[config.mk]
export PLATFORM = sky130hd
export DESIGN_NAME = kss_ram
export DESIGN_NICKNAME = d
export VERILOG_FILES = /design/src/rtl/kmer_substitution_score_tally_unit_macros.svh /design/src/rtl/kss_ram.sv
export SDC_FILE = /design/constraint.sdc
export NUM_CORES = 1
export LEC_CHECK = 0
export BUFFER_PORTS_ARGS = -buffer_cell sky130_fd_sc_hd__clkbuf_2
export CAP_MARGIN = 20
export CORE_ASPECT_RATIO = 0.5
export CORE_MARGIN = 8
export CORE_UTILIZATION = 45
export DETAILED_ROUTE_END_ITERATION = 12
export GPL_TIMING_DRIVEN = 0
export HOLD_SLACK_MARGIN = 0.12
export PLACE_DENSITY = 0.62
export SYNTH_ARGS = -nofsm -noshare
export SYNTH_HDL_FRONTEND = slang
export SYNTH_SLANG_ARGS = --single-unit
[constraint.sdc]
create_clock -name clk_i -period 2.95 [get_ports clk_i]
set_clock_uncertainty 0.05 [all_clocks]
set_input_delay 0.295 -clock clk_i [delete_from_list [all_inputs] [get_ports clk_i]]
set_output_delay 0.295 -clock clk_i [all_outputs]
set_load 0.005 [all_outputs]
[src/rtl/kmer_substitution_score_tally_unit_macros.svh]
// Assertion macros shared by the tally unit's RTL.
`ifndef KMER_SUBSTITUTION_SCORE_TALLY_UNIT_MACROS_SVH
`define KMER_SUBSTITUTION_SCORE_TALLY_UNIT_MACROS_SVH

// Check a property on every clock edge outside reset.
`define KSS_ASSERT(lbl, prop, msg) \
  lbl: assert property (@(posedge clk_i) disable iff (!rst_ni) (prop)) else $error(msg);

// Check a property on every clock edge, reset included.
`define KSS_ASSERT_ALWAYS(lbl, prop, msg) \
  lbl: assert property (@(posedge clk_i) (prop)) else $error(msg);

`endif

[src/rtl/kss_ram.sv]
// Generic single-port-write, single-port-read RAM with registered read data.
module kss_ram #(
  parameter int WIDTH = 8,
  parameter int DEPTH = 16
) (
  input  logic                     clk_i,
  input  logic                     we_i,
  input  logic [$clog2(DEPTH)-1:0] waddr_i,
  input  logic [WIDTH-1:0]         wdata_i,
  input  logic                     re_i,
  input  logic [$clog2(DEPTH)-1:0] raddr_i,
  output logic [WIDTH-1:0]         rdata_o
);

  logic [WIDTH-1:0] mem [DEPTH];
  logic [WIDTH-1:0] rdata_q;

  // Write port
  always_ff @(posedge clk_i) begin
    if (we_i) mem[waddr_i] <= wdata_i;
  end

  // Read port: hold data until the next read
  always_ff @(posedge clk_i) begin
    if (re_i) rdata_q <= mem[raddr_i];
  end

  assign rdata_o = rdata_q;

endmodule

==> flow_summary_export.csv <==
group,metric,value,unit
outcome,status,"finished, final reports clean",
critical_path,r2r_end,"rdata_o[3]",
global_route,grt_overflow,0,
floorplan,dieArea,15500,um2
final_layout,post-route-util,54.8,%
critical_path,path_max_fanout,1,
clocking,cts_resized,0,
timing,fin_tns_setup,0,ns
synth,synth_top_cell_by_area,"edfxtp_1",
detailed_routing,drt_iter0_markers,159,
final_layout,final_area,6110,um2
run,maxCapViolCount,0,
critical_path,worstRegToRegCells,3,
global_route,grt_pass1_vias,2589,
final_layout,num_antenna_cells,0,
detailed_routing,avgViaCountPerCell,5.72,
place,io_buffers,25,
timing,whs,0.207,ns
worst_hold_path,hold_path.class,"primary input to flop",
floorplan,floorplan.initialDensity,46.9,%
global_route,antenna_found_initial,0,
global_route,grt_max_degree,17,
synth,yosysMostFrequentCell,"edfxtp_1",
timing,fin_crit_sh,60.2,%
clocking,numCtsBuffers,17,
timing,min_period,1.78,ns
timing,setup_viol,0,
place,gp_congestion,0.782,
synth,yosysSeqAreaShare,78.1,%
clocking,cts_buffer_depth,2,
power_and_ir_drop,p_int,3.48,mW
global_route,grt_pass1_wl,15.3,mm
timing,rsz0062_at_grt,"false",
timing,slew_headroom,43.1,%
critical_path,slowest_stage,"mux4_1",
detailed_routing,drtPass1Iterations,4,
synth,synth_area,5230,um2
detailed_routing,avgRoutedWirePerCell,23.3,um
clocking,cts_tree,"built",
clocking,htreeDepth,4,
power_and_ir_drop,seqPwrFrac,50.4,%
timing,worst_pin_slew,0.851,ns
worst_hold_path,hold_start,"re_i",
clocking,post_cts_buffers,0,
synth,syn_area_per_cell,22.8,um2
detailed_routing,drc_errors,0,
place,placed_area,5560,um2
critical_path,crit_chain,"mux4_1 > a22oi_1 > nand2_1",
synth,synth_warnings,0,
place,dp_hpwl,6.72,mm
detailed_routing,totalWireLength,10.1,mm
synth,synth-async-reset-ratio,0,%
detailed_routing,via_count,2488,
power_and_ir_drop,switchingPower,0.859,mW
power_and_ir_drop,p_comb_share,4.7,%
critical_path,worstSetupStartpointType,"flop",
critical_path,reg2reg_from,"mem[0][3]",
timing,hold_viol,0,
clocking,cts_hold_buf,0,
final_layout,drive_gt1_share,28.6,%
synth,synth.top_cells.by_count,"136 x edfxtp_1, 18 x mux4_2, 16 x a22oi_1",
final_layout,nets,296,
clocking,numClockSinks,136,
power_and_ir_drop,clockPowerShare,44.8,%
critical_path,crit_type,"flop to flop",
synth,yosysTopAreaCellShare,78.1,%
floorplan,coreArea,11100,um2
clocking,clkTransAtPathRegs,0.05,ns
floorplan,die_w,168,um
critical_path,cp.arrival,1.87,ns
final_layout,area_delta_synth_final,16.9,%
power_and_ir_drop,p_sw_share,19.8,%
critical_path,required,3.05,ns
worst_hold_path,min_to,"rdata_o[2]",
worst_hold_path,whs_path_depth,1,
timing,finalMaxSlewViolations,0,
synth,synth_cell_types,18,
power_and_ir_drop,leakagePower,2.05,nW
detailed_routing,antenna_left,0,
synth,syn_inst,229,
critical_path,reg2reg_slack,1.17,ns
floorplan,ioPinCount,27,
power_and_ir_drop,ir_drop,0.000323,V
synth,synth-seq-cells,136,
place,pre_cts_slack,0.771,ns
critical_path,crit_path_max_incr_delay,0.53,ns
clocking,insertion_delay,0.41,ns
floorplan,fp.dieH,92.2,um
final_layout,fillers,840,
timing,setup_ws,1.17,ns
clocking,cts-root-buf,"clkbuf_16",
synth,netlist_top_cells_area,"edfxtp_1 78%, mux4_2 7.8%, mux4_1 7.0%",
synth,synth_edf_count,136,
synth,ys.flop_type,"edfxtp_1",
timing,max_freq,563,MHz
global_route,groute.usage.overall,13.9,%
synth,syn_nets,248,
power_and_ir_drop,power.density,710,nW/um2
floorplan,num_rows,27,
critical_path,end_kind,"flop",
[cell families (layout without fill, tap and decap cells)]
logic type | Yosys count | in the layout | share of synthesized area (%)
mux | 32 | 32 | 14.8
simple gates | 35 | 35 | 3.14
buf+inv | 10 | 71 | 1.65
compound gates | 16 | 16 | 2.30
flops | 136 | 136 | 78.1
[registers in the layout, summed over array words and instances, names as in the netlist]
signal,flops
mem,128
rdata_o,8
[per-layer routing]
layer | routed length (um) | GRT usage (%)
met4 | 199 | 5.09
met3 | 529 | 4.49
met2 | 4730 | 20.9
met1 | 4680 | 18.7
met5 | 0 | 0
[power by group through the flow]
stage | logic (mW) | clock network (mW) | registers (mW)
finish | 0.206 | 1.95 | 2.19
global route | 0.222 | 2.04 | 2.19
CTS | 0.209 | 1.97 | 2.19
detailed placement | 0.208 | 0 | 2.23
global placement | 0.199 | 0 | 2.22
floorplan | 0.110 | 0 | 2.23
[cells in the final DEF (no fill, tap or decap)]
master and count:
nor2b_1 1, clkbuf_16 17, clkinv_2 5, clkinvlp_4 1, or3b_2 1, and2_1 1, nor2_1 13, nor3_1 4
clkinv_1 5, buf_6 3, buf_4 5, a22oi_1 16, buf_2 3, nand3_1 1, mux4_2 18, edfxtp_1 136
clkdlybuf4s25_2 3, nand2b_1 2, nand2_1 9, nand3b_1 2, mux4_1 14, clkbuf_2 25, bufinv_16 2, clkbuf_1 2
and2b_1 1
[worst max path at each step]
stage                     slack (ns)  cells past startpoint    endpoint  startpoint
after global routing            1.12                      4   mem[0][3]  waddr_i[2]
final                           1.17                      3  rdata_o[3]   mem[0][3]
after global placement          0.56                      3   mem[0][3]  waddr_i[2]
after floorplan                 1.11                      2   mem[0][0]  waddr_i[2]
after CTS                       1.21                      4   mem[0][3]  waddr_i[2]
after detailed placement        0.77                      4   mem[0][2]  waddr_i[2]
[worst max-delay path, delay by kind of cell (launching register included)]
family,cells,cell delay (ns)
compound gates,1,0.44
mux,1,0.53
simple gates,1,0.11
flops,1,0.38
[layout make-up]
cell class | count | area, um2 | share of cell area [%]
Buffer | 10 | 86.3 | 1.41
Clock buffer | 19 | 433 | 7.09
Timing Repair Buffer | 29 | 155 | 2.54
Sequential cell | 136 | 4080 | 66.9
Clock inverter | 13 | 111 | 1.82
Tap cell | 145 | 181 | 2.97
Multi-Input combinational cell | 83 | 1060 | 17.3
[stage by stage]
stage               instances  power [mW]
floorplan                 229        2.34
global placement          399        2.42
detailed placement        403        2.44
CTS                       435        4.36
global route              435        4.45
finish                    435        4.34
No activity file was read; power rests on OpenSTA's default activity.
